## config.mk

```make
export PLATFORM = sky130hd
export DESIGN_NAME = record_decision_controller_core
export DESIGN_NICKNAME = d
export VERILOG_FILES = /design/src/design/rdc_pkg.sv /design/src/design/rdc_cfg.sv /design/src/design/rdc_decide.sv /design/src/design/rdc_outbuf.sv /design/src/design/record_decision_controller_core.sv
export SDC_FILE = /design/constraint.sdc
export NUM_CORES = 1
export LEC_CHECK = 0
export ABC_AREA = 1
export BUFFER_PORTS_ARGS = -buffer_cell sky130_fd_sc_hd__buf_4
export CAP_MARGIN = 20
export CORE_UTILIZATION = 41
export CTS_CLUSTER_DIAMETER = 80
export CTS_CLUSTER_SIZE = 28
export DETAILED_ROUTE_END_ITERATION = 8
export SLEW_MARGIN = 20
export SYNTH_ARGS = -nofsm -noshare
export SYNTH_HDL_FRONTEND = slang
export SYNTH_HIERARCHICAL = 1
export SYNTH_SLANG_ARGS = --single-unit
```

## constraint.sdc

```tcl
create_clock -name i_clk -period 4.7 [get_ports i_clk]
set_input_delay 0.235 -clock i_clk [delete_from_list [all_inputs] [get_ports i_clk]]
set_output_delay 0.235 -clock i_clk [all_outputs]
set_load 0.01 [all_outputs]
```

## src/design/rdc_pkg.sv

```systemverilog
// ----------------------------------------------------------------------------
// rdc_pkg: shared types and constants of the record decision controller
// Item formats, configuration fields, decision state and result packing.
// ----------------------------------------------------------------------------
package rdc_pkg;

    localparam int unsigned CFG_DATA_W = 16;
    localparam int unsigned CFG_IDX_W  = 2;
    localparam logic [31:0] RETRY_GAP_MS = 32'd1000;

    typedef enum logic [1:0] {
        EVT_RC_SAMPLE = 2'd0,
        EVT_UPDATE    = 2'd1,
        EVT_START     = 2'd2,
        EVT_STOP      = 2'd3
    } t_evt_kind;

    typedef enum logic [1:0] {
        REC_NONE  = 2'd0,
        REC_START = 2'd1,
        REC_STOP  = 2'd2
    } t_rec_cmd;

    typedef enum logic [CFG_IDX_W-1:0] {
        CFG_SWITCH_THRESHOLD = 2'd0,
        CFG_DEBOUNCE         = 2'd1,
        CFG_RECORD_ON_ARM    = 2'd2,
        CFG_STOP_ON_DISARM   = 2'd3
    } t_cfg_idx;

    typedef struct packed {
        t_evt_kind   cmd;
        logic [11:0] rc_pulse_us;
        logic [31:0] now_ms;
        logic        fc_alive;
        logic        fc_armed;
        logic        cam_ready;
        logic        cam_accepts;
    } t_in_item;

    typedef struct packed {
        t_rec_cmd    sent_command;
        logic        switch_on;
        logic        want_recording;
        t_rec_cmd    pending_command;
        logic [11:0] last_pulse_us;
        logic        last_result;
    } t_out_item;

    typedef struct packed {
        logic [11:0] switch_threshold_us;
        logic [15:0] debounce_ms;
        logic        record_on_arm;
        logic        stop_on_disarm;
    } t_cfg;

    typedef struct packed {
        logic        debounced_on;
        logic        raw_on;
        logic [31:0] raw_change_time;
        logic        pulse_seen;
        logic [11:0] stored_pulse;
        logic        arm_latch;
        logic        arm_suppress;
        logic        wanted;
        t_rec_cmd    deferred;
        logic        prev_armed;
        logic        arm_seen;
        logic [31:0] retry_time;
    } t_rdc_state;

    // Results of one event: always a first item, a second one when two is set
    typedef struct packed {
        logic      two;
        t_out_item first;
        t_out_item second;
    } t_rdc_batch;

    function automatic t_out_item mk_result(t_rec_cmd sent, t_rdc_state st, logic last);
        t_out_item r;
        r.sent_command    = sent;
        r.switch_on       = st.debounced_on;
        r.want_recording  = st.wanted;
        r.pending_command = st.deferred;
        r.last_pulse_us   = st.stored_pulse;
        r.last_result     = last;
        return r;
    endfunction

endpackage

```

## src/design/rdc_cfg.sv

```systemverilog
// ----------------------------------------------------------------------------
// rdc_cfg: configuration registers
// Plain write-only register file, indexed by register number.
// ----------------------------------------------------------------------------
module rdc_cfg (
    input  logic                            i_clk,
    input  logic                            i_rst_n,
    input  logic                            i_cfg_we,
    input  logic [rdc_pkg::CFG_IDX_W-1:0]   i_cfg_idx,
    input  logic [rdc_pkg::CFG_DATA_W-1:0]  i_cfg_data,
    output rdc_pkg::t_cfg                   o_cfg
);
    import rdc_pkg::*;

    t_cfg r_cfg;

    always_ff @(posedge i_clk) begin
        if (!i_rst_n) begin
            r_cfg.switch_threshold_us <= 12'd1500;
            r_cfg.debounce_ms         <= 16'd100;
            r_cfg.record_on_arm       <= 1'b0;
            r_cfg.stop_on_disarm      <= 1'b1;
        end else if (i_cfg_we) begin
            unique case (t_cfg_idx'(i_cfg_idx))
                CFG_SWITCH_THRESHOLD: r_cfg.switch_threshold_us <= i_cfg_data[11:0];
                CFG_DEBOUNCE:         r_cfg.debounce_ms         <= i_cfg_data[15:0];
                CFG_RECORD_ON_ARM:    r_cfg.record_on_arm       <= i_cfg_data[0];
                CFG_STOP_ON_DISARM:   r_cfg.stop_on_disarm      <= i_cfg_data[0];
                default:              r_cfg                     <= r_cfg;
            endcase
        end
    end

    assign o_cfg = r_cfg;

endmodule

```

## src/design/rdc_decide.sv

```systemverilog
// ----------------------------------------------------------------------------
// rdc_decide: decision state and per-event logic
// Debounce, arm latch, wanted state and send/retry of camera commands.
// ----------------------------------------------------------------------------
module rdc_decide (
    input  logic                  i_clk,
    input  logic                  i_rst_n,
    input  logic                  i_fire,
    input  rdc_pkg::t_in_item     i_item,
    input  rdc_pkg::t_cfg         i_cfg,
    output rdc_pkg::t_rdc_batch   o_batch
);
    import rdc_pkg::*;

    t_rdc_state r_st;
    t_rdc_state n_st;
    t_rdc_state st_chg;

    logic        raw_new;
    logic        rising;
    logic        want_new;
    logic        chg_hit;
    logic        retry_hit;
    t_rec_cmd    chg_cmd;
    t_rec_cmd    retry_cmd;
    logic [31:0] since_raw;
    logic [31:0] since_retry;
    logic        debounce_done;
    logic        retry_due;

    assign since_raw     = i_item.now_ms - r_st.raw_change_time;
    assign since_retry   = i_item.now_ms - r_st.retry_time;
    assign debounce_done = since_raw >= {16'd0, i_cfg.debounce_ms};
    assign retry_due     = since_retry >= RETRY_GAP_MS;
    assign raw_new       = i_item.rc_pulse_us > i_cfg.switch_threshold_us;

    always_comb begin
        n_st      = r_st;
        st_chg    = r_st;
        rising    = 1'b0;
        want_new  = 1'b0;
        chg_hit   = 1'b0;
        retry_hit = 1'b0;
        chg_cmd   = REC_NONE;
        retry_cmd = REC_NONE;
        o_batch   = '0;
        unique case (i_item.cmd)
            EVT_RC_SAMPLE: begin
                n_st.stored_pulse = i_item.rc_pulse_us;
                n_st.pulse_seen   = 1'b1;
                if (raw_new != r_st.raw_on) begin
                    n_st.raw_on          = raw_new;
                    n_st.raw_change_time = i_item.now_ms;
                end
                o_batch.first = mk_result(REC_NONE, n_st, 1'b1);
            end
            EVT_UPDATE: begin
                if (r_st.pulse_seen && r_st.raw_on != r_st.debounced_on && debounce_done) begin
                    n_st.debounced_on = r_st.raw_on;
                    n_st.arm_latch    = 1'b0;
                    n_st.arm_suppress = 1'b0;
                end
                if (i_item.fc_alive && (!r_st.arm_seen || i_item.fc_armed != r_st.prev_armed)) begin
                    rising          = i_item.fc_armed && !r_st.prev_armed;
                    n_st.prev_armed = i_item.fc_armed;
                    n_st.arm_seen   = 1'b1;
                    if (rising && i_cfg.record_on_arm && !n_st.debounced_on
                            && !n_st.arm_suppress) begin
                        n_st.arm_latch = 1'b1;
                    end
                    if (!rising && i_cfg.stop_on_disarm) begin
                        n_st.arm_latch    = 1'b0;
                        n_st.arm_suppress = 1'b0;
                    end
                    if (!i_item.fc_armed) begin
                        n_st.arm_suppress = 1'b0;
                    end
                end
                want_new = n_st.debounced_on || n_st.arm_latch;
                // State change: send start or stop
                if (want_new != r_st.wanted) begin
                    chg_hit       = 1'b1;
                    chg_cmd       = want_new ? REC_START : REC_STOP;
                    n_st.wanted   = want_new;
                    n_st.deferred = i_item.cam_accepts ? REC_NONE : chg_cmd;
                end
                st_chg = n_st;
                // Retry of a refused command, paced by the retry gap
                if (n_st.deferred != REC_NONE && i_item.cam_ready && retry_due) begin
                    retry_hit       = 1'b1;
                    retry_cmd       = n_st.deferred;
                    n_st.retry_time = i_item.now_ms;
                    n_st.deferred   = i_item.cam_accepts ? REC_NONE : retry_cmd;
                end
                priority if (chg_hit) begin
                    o_batch.two    = retry_hit;
                    o_batch.first  = mk_result(chg_cmd, st_chg, !retry_hit);
                    o_batch.second = mk_result(retry_cmd, n_st, 1'b1);
                end else if (retry_hit) begin
                    o_batch.first  = mk_result(retry_cmd, n_st, 1'b1);
                end else begin
                    o_batch.first  = mk_result(REC_NONE, n_st, 1'b1);
                end
            end
            EVT_START: begin
                n_st.arm_latch    = i_cfg.record_on_arm;
                n_st.arm_suppress = 1'b0;
                n_st.wanted       = 1'b1;
                n_st.deferred     = i_item.cam_accepts ? REC_NONE : REC_START;
                o_batch.first     = mk_result(REC_START, n_st, 1'b1);
            end
            EVT_STOP: begin
                n_st.arm_latch    = 1'b0;
                n_st.arm_suppress = i_cfg.record_on_arm && i_item.fc_armed
                                    && !i_cfg.stop_on_disarm;
                n_st.wanted       = 1'b0;
                n_st.deferred     = i_item.cam_accepts ? REC_NONE : REC_STOP;
                o_batch.first     = mk_result(REC_STOP, n_st, 1'b1);
            end
            default: begin
                o_batch.first = mk_result(REC_NONE, r_st, 1'b1);
            end
        endcase
    end

    always_ff @(posedge i_clk) begin
        if (!i_rst_n) begin
            r_st <= '0;
        end else if (i_fire) begin
            r_st <= n_st;
        end
    end

endmodule

```

## src/design/rdc_outbuf.sv

```systemverilog
// ----------------------------------------------------------------------------
// rdc_outbuf: result buffer
// Two-entry result register; loads a batch of one or two items, drains in order.
// ----------------------------------------------------------------------------
module rdc_outbuf (
    input  logic                  i_clk,
    input  logic                  i_rst_n,
    input  logic                  i_load,
    input  rdc_pkg::t_rdc_batch   i_batch,
    output logic                  o_room,
    output logic                  o_valid,
    input  logic                  i_stall,
    output rdc_pkg::t_out_item    o_item
);
    import rdc_pkg::*;

    logic [1:0] r_cnt;
    t_out_item  r_head;
    t_out_item  r_tail;
    logic       pop;

    assign o_valid = r_cnt != 2'd0;
    assign pop     = o_valid && !i_stall;
    // Room for a new batch once the buffer drains this cycle
    assign o_room  = (r_cnt == 2'd0) || (r_cnt == 2'd1 && pop);
    assign o_item  = r_head;

    always_ff @(posedge i_clk) begin
        if (!i_rst_n) begin
            r_cnt <= 2'd0;
        end else if (i_load) begin
            r_cnt <= i_batch.two ? 2'd2 : 2'd1;
        end else if (pop) begin
            r_cnt <= r_cnt - 2'd1;
        end
    end

    always_ff @(posedge i_clk) begin
        if (i_load) begin
            r_head <= i_batch.first;
            r_tail <= i_batch.second;
        end else if (pop) begin
            r_head <= r_tail;
        end
    end

endmodule

```

## src/design/record_decision_controller_core.sv

```systemverilog
// ----------------------------------------------------------------------------
// record_decision_controller_core: camera record decision controller
// Timed events in, camera start/stop decisions out, one result item or two per event.
// ----------------------------------------------------------------------------
// Each accepted item is one timed event (RC sample, update, manual start or
// manual stop). It is held in an input register, evaluated combinationally
// against the decision state, and its one or two results are loaded into a
// two-entry output buffer that offers them in order. The output port moves
// one result item per cycle while not stalled, which sets the rate: events
// that give one result go through at one item per cycle; an update that sends
// a change and a retry holds the next event back until the buffer has room.
// The last item of each event carries last_result. Configuration writes take
// effect at once; the user must make them while idle: the block does not enforce it.
module record_decision_controller_core (
    input  logic                            i_clk,
    input  logic                            i_rst_n,
    // configuration port
    input  logic                            i_cfg_we,
    input  logic [rdc_pkg::CFG_IDX_W-1:0]   i_cfg_idx,
    input  logic [rdc_pkg::CFG_DATA_W-1:0]  i_cfg_data,
    // event input channel
    input  logic                            i_in_valid,
    output logic                            o_in_stall,
    input  rdc_pkg::t_in_item               i_in_item,
    // result output channel
    output logic                            o_out_valid,
    input  logic                            i_out_stall,
    output rdc_pkg::t_out_item              o_out_item
);
    import rdc_pkg::*;

    t_cfg       cfg;
    t_rdc_batch batch;
    logic       room;
    logic       fire;
    logic       in_take;

    logic       r_in_valid;
    t_in_item   r_in_item;

    // Evaluate the held item as soon as the buffer can take its results
    assign fire       = r_in_valid && room;
    assign o_in_stall = r_in_valid && !room;
    assign in_take    = i_in_valid && !o_in_stall;

    always_ff @(posedge i_clk) begin
        if (!i_rst_n) begin
            r_in_valid <= 1'b0;
        end else if (in_take) begin
            r_in_valid <= 1'b1;
        end else if (fire) begin
            r_in_valid <= 1'b0;
        end
    end

    // Hold the payload until evaluated
    always_ff @(posedge i_clk) begin
        if (in_take) begin
            r_in_item <= i_in_item;
        end
    end

    rdc_cfg u_cfg (
        .i_clk      (i_clk),
        .i_rst_n    (i_rst_n),
        .i_cfg_we   (i_cfg_we),
        .i_cfg_idx  (i_cfg_idx),
        .i_cfg_data (i_cfg_data),
        .o_cfg      (cfg)
    );

    rdc_decide u_decide (
        .i_clk   (i_clk),
        .i_rst_n (i_rst_n),
        .i_fire  (fire),
        .i_item  (r_in_item),
        .i_cfg   (cfg),
        .o_batch (batch)
    );

    rdc_outbuf u_outbuf (
        .i_clk   (i_clk),
        .i_rst_n (i_rst_n),
        .i_load  (fire),
        .i_batch (batch),
        .o_room  (room),
        .o_valid (o_out_valid),
        .i_stall (i_out_stall),
        .o_item  (o_out_item)
    );

endmodule

```

# Word level (Yosys, flattened, before mapping)
# Index checks and enable logic that the tools add are counted.
[totals] in_bits=73 reg_bits=207 out_inout_bits=21 wordCells=140
[classes] addsub=3 magnitude_cmp=3 n_mux=37 n_reduce_logical=49 n_eq_ne=11
[op_table] operator="two-way mux 19 bit" n=4
[op_table] operator="one-hot mux 19 bit (4 select lines)" n=1
[op_table] operator="subtractor 32 bit" n=2
[op_table] operator="greater-or-equal comparator 32 x 10 -> 1 bit (second input constant)" n=1
[op_table] operator="greater-or-equal comparator 32 x 16 -> 1 bit" n=1
[op_table] operator="two-way mux 2 bit" n=15
[op_table] operator="logical AND 1 bit" n=17
[op_table] operator="AND reduction 2 bit" n=8
[op_table] operator="one-hot mux 5 bit (3 select lines)" n=1
[op_table] operator="two-way mux 1 bit" n=14
[op_table] operator="> comparator 12 bit" n=1
[op_table] operator="zero test 1 bit" n=10
[op_table] operator="AND reduction 3 bit" n=3
[op_table] operator="equality test 2 bit (second input constant)" n=4
[op_table] operator="nonzero test 2 bit" n=4
[op_table] operator="equality test 2 x 1 -> 1 bit (second input constant)" n=3
[op_table] operator="zero test 2 bit" n=3
[op_table] operator="two-way mux 3 bit" n=2
[op_table] operator="inequality test 1 bit" n=4
[op_table] operator="logical OR 1 bit" n=3
[op_table] operator="nonzero test 3 bit" n=1
[op_table] operator="subtractor 2 x 1 -> 2 bit (second input constant)" n=1

# Logic depth before layout (Yosys ltp)
# Gate-level depths: netlist of run 1.
[depth] word_depth=27 ltp_mapped=41

# By module
# Netlist of run 1, hierarchy kept.
[modules_own_cells] mod="rdc_decide" area_each_um2=8764.7 cells_per_inst=1483 instances=1 seq_area_each_um2=1721.7
[modules_own_cells] mod="record_decision_controller_core" area_each_um2=1561.5 cells_per_inst=60 instances=1 seq_area_each_um2=1521.5
[modules_own_cells] mod="rdc_outbuf" area_each_um2=1540.2 cells_per_inst=128 instances=1 seq_area_each_um2=1181.1
[modules_own_cells] mod="rdc_cfg" area_each_um2=1219.9 cells_per_inst=175 instances=1 seq_area_each_um2=600.6

# Worst setup path after synthesis of run 1
# No wires, ideal clock.
[synth_path] path_type="flip-flop to flip-flop" start="register r_in_item[4] in the netlist's numbering" end="register u_outbuf.r_head, in the netlist u_outbuf/o_item[14] (data pin)" arrival_time_ps=4061 period_less_slack_ps=4314 setup_slack_ps=386 path_buffers=0 stages_incl_launch_ff=36 cell_sequence="edfxtp_1 > inv_1 > ha_1 > fa_1 > inv_1 > nand2_1 > nand3_1 > nand2_1 > nand2_1 > xor2_1 > ha_1 > nand2_1 > nor2_1 > a211oi_1 > nand2_1 > nor2_1 > nand2_1 > nor2_1 > nand2_1 > nor2_1 > nand2_1 > nand3_1 > nand2_4 > nand2_1 > nand2_2 > nand2_4 > nand2_1 > ha_1 > o21ai_0 > nand2_2 > nand3_2 > nand3_1 > nand3_1 > nand3b_1 > nand2_1 > nand2_1"
[synth_rtl] element="start: declaration" line_no="record_decision_controller_core.sv:39" rtl="t_in_item r_in_item;"
[synth_rtl] element="start signal: assignment" line_no="record_decision_controller_core.sv:59" rtl="r_in_item <= i_in_item;"
[synth_rtl] element="end signal: assignment" line_no="rdc_outbuf.sv:40" rtl="r_head <= i_batch.first;"
[synth_rtl] element="end signal: assignment" line_no="rdc_outbuf.sv:43" rtl="r_head <= r_tail;"
[synth_rtl] element="end: declaration" line_no="rdc_outbuf.sv:18" rtl="t_out_item r_head;"

# Worst setup path in the final report of run 1
[layout_path] start="register r_in_item[4] in the netlist's numbering" end="register u_decide/r_st[29] in the netlist's numbering"
[layout_between] elab_chain_len=21 word_cells_on_any_way=27 cone_classes="add/sub (2); order compare (2); eq/ne (1); mux (12); reduce/logical (10)"
[layout_lines] element="subtractor 32 bit" line_no="rdc_decide.sv:31" rtl="assign since_raw = i_item.now_ms - r_st.raw_change_time;"
[layout_lines] element="greater-or-equal comparator 32 x 16 -> 1 bit" line_no="rdc_decide.sv:33" rtl="assign debounce_done = since_raw >= {16'd0, i_cfg.debounce_ms};"
[layout_lines] element="logical AND 1 bit" line_no="rdc_decide.sv:58" rtl="if (r_st.pulse_seen && r_st.raw_on != r_st.debounced_on && debounce_done) begin"
[layout_lines] element="two-way mux 1 bit" line_no="rdc_decide.sv:58"
[layout_lines] element="two-way mux 1 bit" line_no="rdc_decide.sv:47" rtl="unique case (i_item.cmd)"
[layout_lines] element="zero test 1 bit" line_no="rdc_decide.sv:67" rtl="if (rising && i_cfg.record_on_arm && !n_st.debounced_on"
[layout_lines] element="logical AND 1 bit" line_no="rdc_decide.sv:67"
[layout_lines] element="logical AND 1 bit" line_no="rdc_decide.sv:68" rtl="&& !n_st.arm_suppress) begin"
[layout_lines] element="[... 5 more ...]"
[layout_lines] element="two-way mux 2 bit" line_no="rdc_decide.sv:83" rtl="chg_cmd = want_new ? REC_START : REC_STOP;"
[layout_lines] element="two-way mux 2 bit" line_no="rdc_decide.sv:85" rtl="n_st.deferred = i_item.cam_accepts ? REC_NONE : chg_cmd;"
[layout_lines] element="two-way mux 3 bit" line_no="rdc_decide.sv:81" rtl="if (want_new != r_st.wanted) begin"
[layout_lines] element="two-way mux 3 bit" line_no="rdc_decide.sv:47"
[layout_lines] element="nonzero test 2 bit" line_no="rdc_decide.sv:89" rtl="if (n_st.deferred != REC_NONE && i_item.cam_ready && retry_due) begin"
[layout_lines] element="logical AND 1 bit" line_no="rdc_decide.sv:89"
[layout_lines] element="logical AND 1 bit (*)" line_no="rdc_decide.sv:89"
[layout_lines] element="AND reduction 3 bit (no line) (*)"
[layout_lines] element="end signal: assignment" line_no="rdc_decide.sv:130" rtl="r_st <= n_st;"
[layout_lines] element="end: declaration" line_no="rdc_decide.sv:15" rtl="t_rdc_state r_st;"
# Every way passes the cells marked *; elsewhere a longest branch is shown, timed or not. The select of a mux whose other input is x is not followed.
# A chain may end at the register's enable or synchronous reset.

==> impl_metrics.json, run 1 <==
{
  "path_clk_slew_ps": 100,
  "period_share_pct": 99.1,
  "antenna_left": 0,
  "critPathRequiredTime_ps": 5140,
  "finClkSkew_ps": 38.5,
  "power.total_uw": 5390,
  "worst_slack_ps": 42.8,
  "finalMaxSlewViolations": 0,
  "holdPathStages": 3,
  "syn_avg_cell_area_um2": 7.09,
  "via_count": 12000,
  "dp_hpwl_um": 24900,
  "drt_wl_total_um": 34300,
  "hold_viol_final": 0,
  "leakagePower_uw": 0.00747,
  "postSynthCellCount": 1846,
  "pin_count": 94,
  "synth-seq-area-share_pct": 38.4,
  "synth-seq-cells": 207,
  "outcome": "finished clean",
  "diodes": 0,
  "cts_tree": "done",
  "cp_slowest_cell": "edfxtp_1",
  "synth.most_common_cell": "nand2_1",
  "clock_sinks": 207,
  "crit_type": "reg -> reg",
  "hold_path.class": "in -> reg",
  "async_reset_ff_share_pct": 0,
  "worstPathMaxFanout": 8,
  "placedCellCount": 2357,
  "drt_iter0_drc": 748,
  "grt.total_usage_pct": 20.1,
  "ir_worst_vdd_v": 0.000318,
  "numCtsBuffers": 15,
  "die_h_um": 181,
  "dieArea_um2": 32600,
  "worstMarginPinSlew_ps": 841,
  "synth-edff-count": 88,
  "layout-drive-gt1-share_pct": 14.5,
  "root_buffer": "clkbuf_16",
  "powerDensity_nw_per_um2": 331,
  "grt_antenna_before_repair": 0,
  "syn_nets": 2017,
  "portBuffers": 93,
  "end_kind": "flip-flop",
  "start_util_pct": 41.6,
  "setup_viol_count_final": 0,
  "fmax_ghz": 0.215,
  "cap_violations": 0,
  "grt_pass1_vias": 11100,
  "yosys_warnings": 6,
  "coreArea_um2": 31500,
  "timing.final.crit_period_ps": 4660,
  "fillers": 3087,
  "finish.instance_area_um2": 16300,
  "cp.arrival_ps": 5100,
  "wl_per_cell_um": 13.9,
  "yosys-top-cells-area": "edfxtp_1 20%, dfxtp_1 18%, nand2_1 15%, ha_1 9.2%, inv_1 9.2%",
  "grt_overflow_total": 0,
  "firstDrtPassIters": 6,
  "startpoint_type": "flip-flop",
  "drc": 0,
  "synth_area_um2": 13100,
  "rsz0062_at_grt": "yes",
  "viasPerCell": 4.85,
  "area_growth_pct": 24.5,
  "place_area_um2": 14500,
  "grt_max_degree": 85,
  "totalNegativeSetupSlack_ps": 0,
  "post-synth-top-area-fraction_pct": 20.2,
  "cpPeakStageDelay_ps": 400,
  "stdcell_count": 2464,
  "clockBufferDepth": 3,
  "gp_congestion": 0.915,
  "num-nets-final": 2224,
  "pre_cts_ws_ps": 11.7,
  "yosysTopAreaCell": "edfxtp_1",
  "synth_flop_cell": "dfxtp_1",
  "max_slew_margin_pct": 43.9,
  "grt_pass1_wl_um": 54300,
  "die_w_um": 181,
  "yosysUniqueCellTypes": 50,
  "synth_common_cells": "536 x nand2_1, 319 x inv_1, 161 x nor2_1, 157 x a21oi_1, 119 x dfxtp_1",
  "insertion_delay_ps": 520,
  "num_rows": 65,
  "rr_worst_depth": 37,
  "h-tree-depth": 1
}
## layer usage
metal	vias to the layer above	wire length (um)	part of all wire, %	GRT usage (%)
met5	-	0	0	0
met4	0	618	1.8	3.73
met3	40	1240	3.6	2.10
met2	233	16800	49	36.2
met1	5417	15600	46	25.8
li1	6265	-	-	-
## worst paths after layout
check                           slack (ps)                            from                        endpoint
worst max-delay path                    40          r_in_item[4]$_DFFE_PP_  u_decide/r_st[29]$_SDFFE_PN0P_
worst min-delay path                    20                   i_cfg_data[1]     u_cfg/o_cfg[3]$_SDFFE_PN0P_
worst max register to register          40          r_in_item[4]$_DFFE_PP_  u_decide/r_st[29]$_SDFFE_PN0P_
worst min register to register         460  u_decide/r_st[70]$_SDFFE_PN0P_  u_decide/r_st[70]$_SDFFE_PN0P_
## metrics by stage
step                hold slack (ps)  utilization (%)
CTS                            1.19             49.9
global route                   11.1             51.8
global placement                414             46.2
finish                         18.4             51.8
floorplan                       334                -
detailed placement              414             46.2
## sequential cells by signal, summed over array words and instances, names as in the netlist
name,count
u_decide/r_st,86
r_in_item,50
u_cfg/o_cfg,30
u_outbuf/o_item,19
u_outbuf/r_tail,19
u_outbuf/r_cnt,2
r_in_valid,1
## cell families after synthesis
group	synth area share (%)
compound gates	11.5
xor+xnor	2.61
fa+ha+maj	9.48
buf+inv	10.9
flops	38.4
simple gates	27.0
## report_power, final
part | total (uW) | internal (uW) | switching (uW)
registers | 2190 | 2090 | 97.5
clock network | 1410 | 694 | 712
logic | 1790 | 736 | 1060
total | 5390 | 3520 | 1870
## worst max-delay path, delay by kind of cell, from the launching register on
family,cells,cell delay [ps]
and+or+nand+nor,24,2020
DFF,1,400
xor gates and xnor gates,1,160
buffers and inverters,5,590
AOI/OAI and AO/OA,3,290
adders and majority gates,4,1130
## area by class of cell
type	instances	area, um2	area share, %
clock buffer	17	393	2.41
clock inverter	9	111	0.684
inverter	326	1230	7.57
multi-input combinational	1273	7040	43.2
sequential	207	5020	30.8
tap	402	503	3.09
timing repair buffer	230	1980	12.2
## repair_timing
action | in CTS | in global routing
gates resized for setup | 0 | 81
endpoints found under the hold margin | 71 | 0
endpoints found under the setup margin | 0 | 60
setup buffers | 0 | 12
hold buffers | 65 | 0
## layout by cell type, fill, tap and decap left out, types with 21 or more instances in the layout
master	netlist	routed
a21oi_1	157	151
buf_4	1	156
dfxtp_1	119	119
dlygate4sd3_1	0	65
edfxtp_1	88	88
ha_1	96	81
inv_1	319	316
nand2_1	536	516
nand2_2	16	31
nand3_1	82	77
nor2_1	161	156
o21ai_0	91	89
xor2_1	24	21
Power figures use the tool's default switching activity.
==> run 2: changes to the inputs <==
- SETUP_SLACK_MARGIN: not set -> 0.3
- clock period: 4.7 -> 5.45 ns (I/O delays scaled with it)
==> impl_metrics.json, run 2 (synthesis results as in run 1) <==
{
  "area_growth_pct": 19.6,
  "grt_pass1_wl_um": 52600,
  "rsz0062_at_grt": "no",
  "cap_violations": 0,
  "diodes": 0,
  "portBuffers": 93,
  "via_count": 11500,
  "final_util_pct": 49.7,
  "worstMarginPinSlew_ps": 814,
  "num_rows": 65,
  "worstPathMaxFanout": 8,
  "finalMaxSlewViolations": 0,
  "largest_reg_flops": 86,
  "crit_top_cell": "nand2_1",
  "internal_power_uw": 2910,
  "pin_count": 94,
  "startpoint_type": "flip-flop",
  "worst_slack_ps": 679,
  "finClkSkew_ps": 36.7,
  "pwr-share-clk_pct": 27.1,
  "dieArea_um2": 32600,
  "start_util_pct": 41.6,
  "grt.met2_usage_pct": 33.7,
  "end_kind": "flip-flop",
  "final_cell_mix": "534 x nand2_1, 318 x inv_1, 157 x nor2_1",
  "root_buffer": "clkbuf_16",
  "gp_congestion": 0.905,
  "grt_antenna_before_repair": 0,
  "drt_wl_total_um": 32800,
  "hold_viol_final": 0,
  "grt.total_usage_pct": 19.6,
  "top_usage_layer": "met2",
  "cp_slowest_cell": "edfxtp_1",
  "use_met3_pct": 2.00,
  "switching_share_pct": 35.3,
  "fillers": 3156,
  "timing.final.crit_period_ps": 4770,
  "crit_type": "reg -> reg",
  "viasPerCell": 4.79,
  "p_seq_share_pct": 42.0,
  "clockBufferDepth": 3,
  "critPathRequiredTime_ps": 5810,
  "coreArea_um2": 31500,
  "path_clk_slew_ps": 100,
  "insertion_delay_ps": 510,
  "switchingPower_uw": 1590,
  "cts_tree": "done",
  "die_h_um": 181,
  "max_slew_margin_pct": 45.7,
  "outcome": "finished clean",
  "totalNegativeSetupSlack_ps": 0,
  "hold_path.class": "in -> reg",
  "layout-drive-gt1-share_pct": 10.9,
  "firstDrtPassIters": 5,
  "cp.arrival_ps": 5130,
  "wl_per_cell_um": 13.6,
  "p_comb_share_pct": 30.9,
  "pre_cts_ws_ps": 297,
  "grt_overflow_total": 0,
  "leakagePower_uw": 0.00718,
  "h-tree-depth": 1,
  "grt_pass1_vias": 10600,
  "period_share_pct": 87.5,
  "drt_iter0_drc": 669,
  "antenna_left": 0,
  "clock_sinks": 207,
  "powerDensity_nw_per_um2": 288,
  "cpPeakStageDelay_ps": 450,
  "numCtsBuffers": 15,
  "grt_max_degree": 84,
  "die_w_um": 181,
  "drc": 0,
  "dp_hpwl_um": 24500,
  "fmax_ghz": 0.210,
  "final_common_cell": "nand2_1",
  "ir_worst_vdd_v": 0.000293,
  "grt_util_met1_pct": 26.0,
  "setup_viol_count_final": 0,
  "num-nets-final": 2167,
  "regMostFlops": "u_decide/r_st"
}
## run 2: changes by cell type in the layout (fill, tap and decap cells not counted), sizes merged
cell / before / now
buf: 162 / 115
bufinv: 1 / 0
clkbuf: 20 / 17
clkinv: 5 / 8
dlygate4sd3: 65 / 55
inv: 329 / 330
## run 2: final timing paths
path	start	to	slack, ps	cells past startpoint
worst max-delay path	r_in_item[9]$_DFFE_PP_	u_decide/r_st[1]$_SDFFE_PN0P_	680	34
worst min-delay path	i_cfg_data[7]	u_cfg/o_cfg[9]$_SDFFE_PN0P_	20	3
worst max register to register	r_in_item[9]$_DFFE_PP_	u_decide/r_st[1]$_SDFFE_PN0P_	680	34
worst min register to register	u_decide/r_st[52]$_SDFFE_PN0P_	u_decide/r_st[52]$_SDFFE_PN0P_	450	2
## run 2: power by group through the flow
| stage | Sequential (uW) | Combinational [uW] | Clock, uW |
|---|---|---|---|
| after detailed placement | 1930 | 1300 | 0 |
| final | 1890 | 1390 | 1220 |
| after global routing | 1910 | 1580 | 1320 |
| after global placement | 1920 | 1290 | 0 |
| after CTS | 1890 | 1340 | 1270 |
| after floorplan | 1920 | 907 | 0 |
## run 2: cell type report
cell class	count	area [um2]	area share (%)
Tap cell	402	503	3.21
Inverter	326	1240	7.90
Timing Repair Buffer	172	1480	9.46
Sequential cell	207	5020	32.1
Multi-Input combinational cell	1273	6860	43.8
Clock inverter	11	160	1.02
Clock buffer	15	375	2.40
Timing Repair inverter	1	8.76	0.0560
## run 2: timing repair
| item | in CTS | in global routing |
|---|---|---|
| gates resized for setup | 1 | 41 |
| pin swaps | 0 | 4 |
| hold endpoints to repair | 55 | 0 |
| buffers inserted | 0 | 13 |
| cloned | 0 | 4 |
| hold buffers | 55 | 0 |
| setup endpoints to repair | 10 | 42 |
## run 2: metrics by stage
step	total power, uW	area, um2	std cells	hold slack, ps
4_1_cts	4490	15200	2390	1.11
5_1_grt	4810	15600	2407	7.52
2_1_floorplan	2830	13100	1846	371
3_3_place_gp	3210	14200	2309	442
6_report	4500	15600	2407	18.1
3_5_place_dp	3220	14200	2309	444
## run 2: worst max-delay path: cells and delay by family (launching register included)
family	cells	cell delay [ps]
adder cells (fa/ha/maj)	3	990
AO/OA/AOI/OAI	3	410
XOR/XNOR	1	150
buffers and inverters	3	400
flip-flops	1	450
AND/OR/NAND/NOR	24	2210
## run 2: metal layers
metal	wire [um]	part of all wire, %
met3	1140	3.5
met5	0	0
met1	15600	48
met2	15200	47
met4	822	2.5
